**src/rtl/core/sbfd_pkg.sv**
```systemverilog
// Shared types, codes and constants for the binary block deframer.
package sbfd_pkg;

	localparam int unsigned MaxBlockBytes = 4096;

	localparam logic [7:0]  SyncFirst  = 8'h24;
	localparam logic [7:0]  SyncSecond = 8'h40;
	localparam logic [15:0] CrcPoly    = 16'h1021;

	localparam logic [12:0] PvtIdReset  = 13'd4007;
	localparam logic [12:0] MeasIdReset = 13'd4027;
	localparam logic [12:0] TimeIdReset = 13'd5914;

	localparam int unsigned NumSlots = 6;

	typedef enum logic [1:0] {
		CfgPvtId  = 2'd0,
		CfgMeasId = 2'd1,
		CfgTimeId = 2'd2
	} cfg_index_t;

	typedef enum logic [1:0] {
		StatusOk  = 2'd0,
		StatusCrc = 2'd1,
		StatusLen = 2'd2
	} status_t;

	typedef enum logic [1:0] {
		KindPvt     = 2'd0,
		KindMeas    = 2'd1,
		KindTime    = 2'd2,
		KindUnknown = 2'd3
	} kind_t;

	typedef enum logic [2:0] {
		SlotPvt     = 3'd0,
		SlotMeas    = 3'd1,
		SlotTime    = 3'd2,
		SlotUnknown = 3'd3,
		SlotCrc     = 3'd4,
		SlotLen     = 3'd5
	} slot_t;

	typedef struct packed {
		status_t     status;
		kind_t       kind;
		logic [12:0] number;
		logic [15:0] length;
		slot_t       slot;
	} frame_res_t;

endpackage

```
**src/rtl/core/sbf_block_deframer_crc_unit.sv**
```systemverilog
// Top level of the binary block deframer with CRC-16 check and event counters.
// A completing byte is registered at the input, then its frame result at the output.
// Throughput: one byte per cycle; a result held on the output stalls the input side.
// Per-byte work (CRC update, header capture, classify) sits between those two registers.
// Reset: asynchronous, active low; hunts for sync, counters zero, IDs at defaults.
module sbf_block_deframer_crc_unit #(
	parameter int unsigned MAX_BLOCK_BYTES = sbfd_pkg::MaxBlockBytes
) (
	input  logic        clk,
	input  logic        arst_n,
	input  logic        s_axis_tvalid,
	output logic        s_axis_tready,
	input  logic [7:0]  s_axis_tdata,   // [7:0] rx_byte
	output logic        m_axis_tvalid,
	input  logic        m_axis_tready,
	output logic [63:0] m_axis_tdata,   // [12:0] block_number, [28:13] block_length,
	                                    // [60:29] event_count, [63:61] zero
	output logic [3:0]  m_axis_tuser,   // [1:0] frame_status, [3:2] block_kind
	input  logic        cfg_valid,
	output logic        cfg_ready,
	input  logic [1:0]  cfg_index,
	input  logic [12:0] cfg_data
);

	logic                 valid_s1;
	logic [7:0]           byte_s1;
	logic                 step;
	logic                 res_valid;
	sbfd_pkg::frame_res_t res;
	logic [31:0]          count_next;
	logic                 out_valid_q;
	logic [63:0]          out_data_q;
	logic [3:0]           out_user_q;

	assign cfg_ready     = 1'b1;
	assign step          = valid_s1 && (!out_valid_q || m_axis_tready);
	assign s_axis_tready = !valid_s1 || step;

	always_ff @(posedge clk or negedge arst_n) begin
		if (!arst_n) begin
			valid_s1 <= 1'b0;
		end else if (s_axis_tready) begin
			valid_s1 <= s_axis_tvalid;
		end
	end

	always_ff @(posedge clk) begin
		if (s_axis_tvalid && s_axis_tready) begin
			byte_s1 <= s_axis_tdata;
		end
	end

	sbfd_deframer #(
		.MAX_BLOCK_BYTES(MAX_BLOCK_BYTES)
	) u_deframer (
		.clk       (clk),
		.arst_n    (arst_n),
		.cfg_valid (cfg_valid),
		.cfg_index (cfg_index),
		.cfg_data  (cfg_data),
		.step      (step),
		.rx_byte   (byte_s1),
		.res_valid (res_valid),
		.res       (res)
	);

	sbfd_counters u_counters (
		.clk        (clk),
		.arst_n     (arst_n),
		.bump       (res_valid),
		.slot       (res.slot),
		.count_next (count_next)
	);

	always_ff @(posedge clk or negedge arst_n) begin
		if (!arst_n) begin
			out_valid_q <= 1'b0;
		end else if (step) begin
			out_valid_q <= res_valid;
		end else if (m_axis_tready) begin
			out_valid_q <= 1'b0;
		end
	end

	always_ff @(posedge clk) begin
		if (res_valid) begin
			out_data_q <= {3'b000, count_next, res.length, res.number};
			out_user_q <= {res.kind, res.status};
		end
	end

	assign m_axis_tvalid = out_valid_q;
	assign m_axis_tdata  = out_data_q;
	assign m_axis_tuser  = out_user_q;

endmodule

```
**src/rtl/core/sbfd_counters.sv**
```systemverilog
// Six wrapping frame event counters; returns the bumped value.
module sbfd_counters (
	input  logic               clk,
	input  logic               arst_n,
	input  logic               bump,
	input  sbfd_pkg::slot_t    slot,
	output logic [31:0]        count_next
);

	logic [31:0] cnt_q [sbfd_pkg::NumSlots];

	assign count_next = cnt_q[slot] + 32'd1;

	always_ff @(posedge clk or negedge arst_n) begin
		if (!arst_n) begin
			for (int i = 0; i < sbfd_pkg::NumSlots; i++) begin
				cnt_q[i] <= '0;
			end
		end else if (bump) begin
			cnt_q[slot] <= count_next;
		end
	end

endmodule

```
**src/rtl/core/sbfd_deframer.sv**
```systemverilog
// Sync hunt, header capture, CRC-16 check and block classification.
module sbfd_deframer #(
	parameter int unsigned MAX_BLOCK_BYTES = sbfd_pkg::MaxBlockBytes
) (
	input  logic                 clk,
	input  logic                 arst_n,
	input  logic                 cfg_valid,
	input  logic [1:0]           cfg_index,
	input  logic [12:0]          cfg_data,
	input  logic                 step,
	input  logic [7:0]           rx_byte,
	output logic                 res_valid,
	output sbfd_pkg::frame_res_t res
);

	localparam logic [12:0] MaxCount  = 13'(MAX_BLOCK_BYTES);
	localparam logic [15:0] MaxLength = 16'(MAX_BLOCK_BYTES);

	logic [12:0] pvt_id_q, meas_id_q, time_id_q;
	logic [12:0] cnt_q, cnt_d, cnt_inc;
	logic [15:0] len_q, len_d;
	logic [15:0] rx_crc_q, rx_crc_d;
	logic [15:0] crc_q, crc_d, crc_new;
	logic [15:0] id_q, id_d;
	logic        emit;

	function automatic logic [15:0] crc_byte(input logic [15:0] crc, input logic [7:0] b);
		logic [15:0] c;
		c = crc ^ {b, 8'h00};
		for (int i = 0; i < 8; i++) begin
			c = c[15] ? ((c << 1) ^ sbfd_pkg::CrcPoly) : (c << 1);
		end
		return c;
	endfunction

	assign cnt_inc = cnt_q + 13'd1;
	assign crc_new = crc_byte(crc_q, rx_byte);

	always_comb begin
		cnt_d      = cnt_q;
		len_d      = len_q;
		rx_crc_d   = rx_crc_q;
		crc_d      = crc_q;
		id_d       = id_q;
		emit       = 1'b0;
		res.status = sbfd_pkg::StatusOk;
		res.kind   = sbfd_pkg::KindUnknown;
		res.slot   = sbfd_pkg::SlotUnknown;
		if (cnt_q == 13'd0) begin
			if (rx_byte == sbfd_pkg::SyncFirst) begin
				cnt_d = 13'd1;
			end
		end else if (cnt_q == 13'd1) begin
			if (rx_byte == sbfd_pkg::SyncSecond) begin
				cnt_d = 13'd2;
				crc_d = '0;
			end else if (rx_byte != sbfd_pkg::SyncFirst) begin
				cnt_d = '0;
				len_d = '0;
				crc_d = '0;
			end
		end else if (cnt_q >= MaxCount) begin
			cnt_d = '0;
			len_d = '0;
			crc_d = '0;
		end else begin
			cnt_d = cnt_inc;
			if (cnt_q >= 13'd4) begin
				crc_d = crc_new;
			end
			case (cnt_q)
				13'd2: rx_crc_d[7:0]  = rx_byte;
				13'd3: rx_crc_d[15:8] = rx_byte;
				13'd4: id_d[7:0]      = rx_byte;
				13'd5: id_d[15:8]     = rx_byte;
				13'd6: len_d[7:0]     = rx_byte;
				13'd7: len_d[15:8]    = rx_byte;
				default: ;
			endcase
			if (cnt_q == 13'd7 &&
			    (len_d < 16'd8 || len_d[1:0] != 2'b00 || len_d > MaxLength)) begin
				emit       = 1'b1;
				res.status = sbfd_pkg::StatusLen;
				res.slot   = sbfd_pkg::SlotLen;
			end else if (cnt_inc >= 13'd8 && {3'b000, cnt_inc} == len_d) begin
				emit = 1'b1;
				if (crc_d != rx_crc_d) begin
					res.status = sbfd_pkg::StatusCrc;
					res.slot   = sbfd_pkg::SlotCrc;
				end else if (id_d[12:0] == pvt_id_q) begin
					res.kind = sbfd_pkg::KindPvt;
					res.slot = sbfd_pkg::SlotPvt;
				end else if (id_d[12:0] == meas_id_q) begin
					res.kind = sbfd_pkg::KindMeas;
					res.slot = sbfd_pkg::SlotMeas;
				end else if (id_d[12:0] == time_id_q) begin
					res.kind = sbfd_pkg::KindTime;
					res.slot = sbfd_pkg::SlotTime;
				end
			end
		end
		res.number = id_d[12:0];
		res.length = len_d;
		if (emit) begin
			cnt_d = '0;
			len_d = '0;
			crc_d = '0;
		end
	end

	assign res_valid = step && emit;

	always_ff @(posedge clk or negedge arst_n) begin
		if (!arst_n) begin
			cnt_q    <= '0;
			len_q    <= '0;
			rx_crc_q <= '0;
			crc_q    <= '0;
			id_q     <= '0;
		end else if (step) begin
			cnt_q    <= cnt_d;
			len_q    <= len_d;
			rx_crc_q <= rx_crc_d;
			crc_q    <= crc_d;
			id_q     <= id_d;
		end
	end

	always_ff @(posedge clk or negedge arst_n) begin
		if (!arst_n) begin
			pvt_id_q  <= sbfd_pkg::PvtIdReset;
			meas_id_q <= sbfd_pkg::MeasIdReset;
			time_id_q <= sbfd_pkg::TimeIdReset;
		end else if (cfg_valid) begin
			case (cfg_index)
				sbfd_pkg::CfgPvtId:  pvt_id_q  <= cfg_data;
				sbfd_pkg::CfgMeasId: meas_id_q <= cfg_data;
				sbfd_pkg::CfgTimeId: time_id_q <= cfg_data;
				default: ;
			endcase
		end
	end

endmodule

```
**config.mk**
```make
export PLATFORM = sky130hd
export DESIGN_NAME = sbf_block_deframer_crc_unit
export DESIGN_NICKNAME = d
export VERILOG_FILES = /design/src/rtl/core/sbfd_pkg.sv /design/src/rtl/core/sbf_block_deframer_crc_unit.sv /design/src/rtl/core/sbfd_counters.sv /design/src/rtl/core/sbfd_deframer.sv
export SDC_FILE = /design/constraint.sdc
export NUM_CORES = 1
export LEC_CHECK = 0
export BUFFER_PORTS_ARGS = -buffer_cell sky130_fd_sc_hd__buf_2
export CORE_MARGIN = 3
export CORE_UTILIZATION = 39
export CTS_BUF_LIST = sky130_fd_sc_hd__clkbuf_8
export CTS_CLUSTER_DIAMETER = 40
export DETAILED_ROUTE_END_ITERATION = 7
export GPL_ROUTABILITY_DRIVEN = 0
export PLACE_DENSITY = 0.61
export SLEW_MARGIN = 15
export SYNTH_ARGS = -nofsm -noshare
export SYNTH_HDL_FRONTEND = slang
export SYNTH_HIERARCHICAL = 1
export SYNTH_SLANG_ARGS = --single-unit
```
**constraint.sdc**
```tcl
create_clock -name clk -period 15 [get_ports clk]
set_input_delay 3 -clock clk [delete_from_list [all_inputs] [get_ports clk]]
set_output_delay 3 -clock clk [all_outputs]
set_load 0.005 [all_outputs]
```
Word level (Yosys, flattened, before mapping) --
Cells that the tools add are included. W data, S select, Z words.
Operators by class: add/subtract/negate cells 2, magnitude comparators 7, equality and inequality tests 21, mux-type cells 87, bitwise operators 14, reduce and logical (&&, ||, !) cells 25
Operators with widths (number):
- $mux W16 | 16
- $mux W13 | 18
- $bwmux W192 | 1
- $mux W8 | 20
- $bmux W32 S3 | 1
- $demux W32 S3 | 1
- $mux W32 | 3
- $eq A13 B3 Y1 const B | 4
- $eq A13 B13 Y1 | 3
- $add A32 B1 Y32 const B | 1
- $eq A13 B2 Y1 const B | 2
- $mux W3 | 8
- $not A3 Y3 | 8
- $mux W5 | 4
- $eq A13 B16 Y1 | 1
- $gt A16 B13 Y1 const B | 1
- $lt A16 B4 Y1 const B | 1
- $ne A16 B16 Y1 | 1
- $xor A16 B16 Y16 | 1
- $add A13 B1 Y13 const B | 1
- $eq A13 B1 Y1 const B | 1
- $ge A13 B13 Y1 const B | 1
- $ge A13 B3 Y1 const B | 1
- $ge A13 B4 Y1 const B | 1
- other kinds (28) | 56
Word-level totals: register bits 380

Longest topological paths before layout --
Gate-level depths: netlist of the first run.
word-level depth 34, depth in mapped cells 26

Cells and area by module --
The synthesis of the first run kept the hierarchy.
Modules (own cells, without submodules):
- sbfd_counters | times used 1, cells an instance 1014, area an instance 9665.5 um^2
- sbfd_deframer | times used 1, cells an instance 869, area an instance 7873.8 um^2
- sbf_block_deframer_crc_unit | times used 1, cells an instance 88, area an instance 2334.7 um^2

Worst setup path before layout of the first run --
Ideal clock, no wire load.
kind in2reg, start point in m_axis_tready, end point reg u_counters/cnt_q[100] (netlist name), setup time 0.144 ns, arrival time 8.664 ns, setup slack 6.192 ns, stages on the path 13, cells stage by stage nand2b_1 > and2_1 > clkbuf_1 > nand2_1 > clkbuf_1 > clkbuf_1 > a21oi_1 > nand2b_1 > or3_1 > clkbuf_1 > clkbuf_1 > nand2_1 > o21ai_0
Between the ends: cells in the longest elaborated chain, start to end 3
Ends and longest elaborated chain:
- start, declared | line sbf_block_deframer_crc_unit.sv:15 | input logic m_axis_tready,
- $logic_or A1 B1 Y1 | line sbf_block_deframer_crc_unit.sv:36 | assign step = valid_s1 && (!out_valid_q || m_axis_tready);
- $logic_and A1 B1 Y1 | line sbf_block_deframer_crc_unit.sv:36
- named net step | line sbf_block_deframer_crc_unit.sv:27 | logic step;
- $logic_and A1 B1 Y1 | line sbfd_deframer.sv:111 | assign res_valid = step && emit;
- named net res_valid | line sbf_block_deframer_crc_unit.sv:28 | logic res_valid;
- end signal, assigned by index | line sbfd_counters.sv:20 | cnt_q[slot] <= count_next;
- end, declared | line sbfd_counters.sv:10 | logic [31:0] cnt_q [sbfd_pkg::NumSlots];
The timed path passes the listed nets, and every way through them passes these cells. A chain may end at the register's enable or synchronous reset.

==> results of run 1 <==
-- area by class of cell --
cell class                      instances  area [sq um]  area share
Sequential cell                       380          9910       0.439
Multi-Input combinational cell       1391          9170       0.407
Clock buffer                           96          1320      0.0586
Tap cell                              672           841      0.0373
Timing Repair Buffer                  119           668      0.0296
Clock inverter                         48           368      0.0163
Inverter                               70           263      0.0117
Antenna cell                            1          2.50    0.000111
-- state kept, by name, summed over array words and instances, names as in the netlist, 16 cells and up --
name,cells
m_axis_tdata,61
u_counters/cnt_q,192
u_deframer/crc_q,16
u_deframer/len_q,16
u_deframer/rx_crc_q,16
-- routing by layer --
layer / global-route usage / wire [microns] / up-vias
met5: 0 / 0 / -
met4: 0.0759 / 1440 / 0
met3: 0.0415 / 3430 / 100
met2: 0.304 / 24100 / 517
met1: 0.289 / 25100 / 7556
li1: - / - / 7130
-- path summary, 6_finish.rpt --
check	start	endpoint	slack (ns)	cells after the start
setup / recovery	u_deframer/cnt_q[0]	m_axis_tdata[59]	6.82	21
hold / removal	u_counters/cnt_q[188]	u_counters/cnt_q[188]	0.47	2
setup reg to reg	u_deframer/cnt_q[0]	m_axis_tdata[59]	6.82	21
hold reg to reg	u_counters/cnt_q[188]	u_counters/cnt_q[188]	0.47	2
max in group asynchronous	arst_n	u_counters/cnt_q[39]	10.36	3
min in group asynchronous	arst_n	u_deframer/len_q[10]	2.42	1
-- critical path, delay by kind of cell (launching register included) --
family | cells | cell delay (ns)
AO/OA/AOI/OAI | 3 | 0.99
XOR/XNOR | 1 | 0.19
adder cells (fa/ha/maj) | 2 | 0.83
flip-flops | 1 | 0.49
AND/OR/NAND/NOR | 11 | 3.94
buffers and inverters | 3 | 1.03
multiplexers | 1 | 0.40
-- stage by stage --
| stage | std cells | total power [uW] |
|---|---|---|
| 6_report | 2777 | 2840 |
| 5_1_grt | 2776 | 2990 |
| 3_5_place_dp | 2632 | 1700 |
| 2_1_floorplan | 1973 | 1570 |
| 4_1_cts | 2776 | 2860 |
| 3_3_place_gp | 2632 | 1690 |
-- cell usage in the layout (no fill, tap or decap), types with 26 or more instances in the layout --
cell type and n:
dfrtp_1 281, nand2_1 268, o21ai_0 191, nor2_1 138
mux2i_1 115, clkbuf_8 96, buf_2 93, inv_1 81
edfxtp_1 73, xnor2_1 71, mux2_2 62, xor2_1 42
nand2b_1 34, a31oi_1 34, nand3_1 33, nor3_1 32
a21oi_1 29, dfstp_2 26
-- logic make-up (layout without fill, tap and decap cells) --
kind of cell | after synthesis | in the layout
AND/OR/NAND/NOR | 645 | 645
AO/OA/AOI/OAI | 431 | 431
flip-flops | 380 | 380
buffers and inverters | 202 | 333
multiplexers | 190 | 190
XOR/XNOR | 116 | 116
adder cells (fa/ha/maj) | 5 | 5
other | 2 | 5
-- report_power, final --
group	switching, uW	internal [uW]	total [uW]
Clock	484	656	1140
Combinational	281	225	505
Sequential	78.1	1110	1190
Total	842	1990	2840
==> results_dict.tcl, run 1 <==
set metrics [dict create \
    grt_pass1_wl_mm 86.1 \
    yosysWarnings 6 \
    powerDensity_mw_per_mm2 126 \
    syn_area_sq_mm 0.0199 \
    worst-endpoint-required_ns 15.38 \
    antenna_found_initial 0 \
    io_buffers 94 \
    crit_path_cell_trace "inv_1 -> ha_1 -> and2_1 -> nand4_1 -> mux2i_1 -> xnor2_1 -> nand2_1 -> nor4_1 -> nand4_1 -> o31ai_4 -> buf_4 -> nand2b_1 -> nor2_1 -> nor2_1 -> inv_1 -> ha_1 -> o31ai_1 -> nor4b_2 -> nand2_1 -> o41a_1 -> or2_1" \
    clockBufferDepth 3 \
    antenna_left 0 \
    finalSetupViolCount 0 \
    routed_via_density 5.51 \
    fin_ws_ns 6.82 \
    drive_above_1_share 0.187 \
    async_flop_share 0.808 \
    pre_cts_ws_ns 7.01 \
    via_count 15303 \
    maxCapViolCount 0 \
    path_clk_slew_ns 0.06 \
    io_pins 99 \
    finalClockSkew_ns 0.0253 \
    worstSetupPathType "reg -> reg" \
    grt_pass1_vias 15135 \
    area_growth_pct 13.4 \
    synthTopCellsByArea "dfrtp_1 (35%), edfxtp_1 (11%), mux2i_1 (5.8%)" \
    cts_max_level 3 \
    worstMarginPinSlew_ns 1.09 \
    start_util 0.395 \
    slowest_delay_ns 0.69 \
    fp.coreArea_sq_mm 0.0503 \
    hold_path_class "reg -> reg" \
    cts_tree "built" \
    synthSimpleGateAreaFrac 0.156 \
    synth.avg_cell_area_sq_um 10.1 \
    syn_inst 1971 \
    grt_max_degree 106 \
    hold_buffers 0 \
    synth.most_common_cell "dfrtp_1" \
    synth_compound_area_frac 0.137 \
    crit_path_start_kind "register" \
    cts_sinks 380 \
    ys_seq_area_frac 0.498 \
    die_area_sq_mm 0.0537 \
    synth-xor-area-share 0.0532 \
    drt_iter0_drc 1195 \
    cts_buffers 78 \
    fp-row-count 82 \
    cp.arrival_ns 8.57 \
    relSlewSlack 0.270 \
    hold_violations 0 \
    synth_edf_count 73 \
    cts-root-buf "clkbuf_8" \
    die_h_microns 232 \
    synth_top_family_by_area "simple AND/OR/NAND/NOR gates" \
    clock_latency_ns 0.65 \
    dpl_cell_area_sq_mm 0.0209 \
    synthDominantCellAreaShare 0.354 \
    firstDrtPassIters 6 \
    worst_hold_slack_ns 0.472 \
    overflow 0 \
    wl_per_cell_microns 19.5 \
    crit_fanout 66 \
    synth_seq_cells 380 \
    drc 0 \
    synthAdderAreaFrac 0.00315 \
    synthMuxAreaShare 0.107 \
    post_cts_resized 0 \
    dp.final_hpwl_mm 35.1 \
    fin_area_sq_mm 0.0225 \
    final_core_util 0.448 \
    fin_crit_sh 0.546 \
    clock.fmax_mhz 122 \
    rsz0062_at_grt "no" \
    ir_drop_mv 0.0763 \
    finalSetupTns_ns 0 \
    ys_types 92 \
    synthFlopType "dfrtp_1" \
    crit_path_top_delay_cell "buf_4" \
    fin_crit_ns 8.18 \
    postCtsSetupRepairBufs 0 \
    drv_slew 0 \
    synth.largest_area_cell "dfrtp_1" \
    critPathCaptureType "register" \
    leakage_uw 0.0102 \
    grtUsageTotal 0.203 \
    fillers 4813 \
    die_x_microns 232 \
    nets 2073 \
    synth_common_cells "dfrtp_1 (281), nand2_1 (268), o21ai_0 (191)" \
    status "finished, final reports clean" \
    routed_wl_mm 54.1 \
]
(Power assumes the default switching activity.)
==> run 2, diff against run 1 <==
ABC_AREA = 1   (was not set)
PLACE_DENSITY = 0.63   (was 0.61)
clock period = 6.9 ns   (was 15 ns; I/O delays follow)
==> results_dict.tcl, run 2 <==
set metrics [dict create \
    syn_area_sq_mm 0.0208 \
    drv_slew 0 \
    grtUsageTotal 0.210 \
    hold_violations 0 \
    firstDrtPassIters 5 \
    fp.coreArea_sq_mm 0.0527 \
    final_cell_mix "nand2_1 (1084), inv_1 (410), nand3_1 (310)" \
    holdPathStages 2 \
    wl_per_cell_microns 15.9 \
    hold_buffers 0 \
    powerDensity_mw_per_mm2 295 \
    fin_crit_sh 0.869 \
    power.total_uw 6930 \
    synth.avg_cell_area_sq_um 7.27 \
    drc 0 \
    dp.final_hpwl_mm 38.2 \
    clock.fmax_mhz 167 \
    die_area_sq_mm 0.0562 \
    via_count 18649 \
    status "finished, final reports clean" \
    die_h_microns 237 \
    path_clk_slew_ns 0.06 \
    cts_max_level 3 \
    grt_pass1_vias 17950 \
    critPathCaptureType "register" \
    grt_pass1_wl_mm 95.5 \
    final_core_util 0.447 \
    clock_latency_ns 0.67 \
    worst-endpoint-required_ns 7.31 \
    synthDominantCellAreaShare 0.338 \
    worstSetupPathType "reg -> reg" \
    io_pins 99 \
    top_layer_used "met4" \
    layout_commonest_cell "nand2_1" \
    synthTopCellsByArea "dfrtp_1 (34%), nand2_1 (20%), edfxtp_1 (11%)" \
    synthFlopType "dfrtp_1" \
    async_flop_share 0.808 \
    cp.arrival_ns 6.40 \
    post_cts_resized 0 \
    dr_wl_met2_mm 27.6 \
    crit_fanout 28 \
    die_x_microns 237 \
    synth_seq_cells 380 \
    yosysWarnings 6 \
    clockBufferDepth 3 \
    drt_iter0_drc 1556 \
    io_buffers 94 \
    drt-met1-wl_mm 25.9 \
    finalClockSkew_ns 0.0557 \
    grt_max_degree 139 \
    antenna_left 0 \
    synth.most_common_cell "nand2_1" \
    hold_path_class "reg -> reg" \
    relSlewSlack 0.276 \
    start_util 0.395 \
    area_growth_pct 13.0 \
    cts_buffers 78 \
    nets 2986 \
    routed_via_density 5.03 \
    fp-row-count 84 \
    rsz0062_at_grt "no" \
    routed_wl_mm 59.0 \
    reg2reg_depth 26 \
    dpl_cell_area_sq_mm 0.0218 \
    cts_sinks 380 \
    synth_common_cells "nand2_1 (1084), inv_1 (387), nand3_1 (310)" \
    crit_path_start_kind "register" \
    syn_inst 2863 \
    postCtsSetupRepairBufs 0 \
    ys_types 47 \
    largest_register_ffs 192 \
    synth_edf_count 73 \
    met3_wirelength_mm 3.76 \
    fin_area_sq_mm 0.0235 \
    drive_above_1_share 0.118 \
    synth.largest_area_cell "dfrtp_1" \
    leakage_uw 0.0115 \
    fin_crit_ns 5.99 \
    finalSetupViolCount 0 \
    overflow 0 \
    maxCapViolCount 0 \
    antenna_found_initial 2 \
    cts_tree "built" \
    regMostFlops "u_counters/cnt_q" \
    ys_seq_area_frac 0.476 \
    worstMarginPinSlew_ns 1.09 \
    ir_drop_mv 0.188 \
    fillers 5282 \
    worst_hold_slack_ns 0.471 \
    cts-root-buf "clkbuf_8" \
    finalSetupTns_ns 0 \
]
## run 2: through the flow
step                      cells  worst slack (ns)
after floorplan            2865             0.523
after global placement     3561              1.22
after detailed placement   3561              1.13
after CTS                  3706              1.08
after global routing       3708             0.468
final                      3709             0.907
## run 2: worst max-delay path, cell delays in order, from the launching register on
cell	delay [ns]
dfrtp_1	0.60
ha_1	0.33
nand2_1	0.10
nor2_1	0.65
nand2_1	0.11
nand2_1	0.20
inv_1	0.06
nand3_1	0.09
nand2_1	0.07
nor2_1	0.11
nand2_1	0.07
nor2_1	0.16
nand3_1	0.10
nor2_2	0.21
nand3_1	0.15
nand2_1	0.10
inv_1	0.09
nor2_4	0.73
nand3_1	0.18
nand3_2	0.24
ha_1	0.21
nand2_1	0.09
nor2_1	0.22
nand2_2	0.18
nor2_4	0.17
nand3_1	0.23
and2_1	0.25
## run 2: area by class of cell
| cell class | count | area, sq um | share of cell area |
|---|---|---|---|
| Tap cell | 688 | 861 | 0.0366 |
| Timing Repair Buffer | 121 | 708 | 0.0301 |
| Clock buffer | 95 | 1310 | 0.0556 |
| Antenna cell | 3 | 7.51 | 0.000319 |
| Clock inverter | 50 | 373 | 0.0159 |
| Inverter | 402 | 1510 | 0.0643 |
| Sequential cell | 380 | 9910 | 0.421 |
| Multi-Input combinational cell | 1970 | 8840 | 0.376 |
## run 2: worst paths after layout
kind	start	end	slack (ns)
worst min register to register	u_deframer/rx_crc_q[4]	u_deframer/rx_crc_q[4]	0.47
worst min-delay path	u_deframer/rx_crc_q[4]	u_deframer/rx_crc_q[4]	0.47
worst max-delay path	u_deframer/cnt_q[0]	m_axis_tdata[49]	0.91
max in group asynchronous	arst_n	u_deframer/time_id_q[5]	4.56
worst max register to register	u_deframer/cnt_q[0]	m_axis_tdata[49]	0.91
min in group asynchronous	arst_n	u_counters/cnt_q[133]	0.74
## run 2: kinds of logic after synthesis
family          Yosys count  share of synthesized area
other cells               2                   0.000361
buf+inv                 515                      0.101
fa+ha+maj                 5                    0.00300
simple gates           1646                      0.336
compound gates          282                     0.0700
flops                   380                      0.476
xor+xnor                 33                     0.0142
## run 2: power by group
group / internal (uW) / switching (uW) / leakage [uW] / total, uW
Clock: 1440 / 1030 / 0.000922 / 2470
Sequential: 2500 / 126 / 0.00465 / 2630
Combinational: 544 / 1290 / 0.00596 / 1830
Total: 4490 / 2440 / 0.0115 / 6930
## run 2: metal layers
layer  vias to the layer above  GRT usage
met5                         -          0
met4                         0     0.0722
met3                       134     0.0375
met2                       630      0.348
met1                      8777      0.278
li1                       9108          -
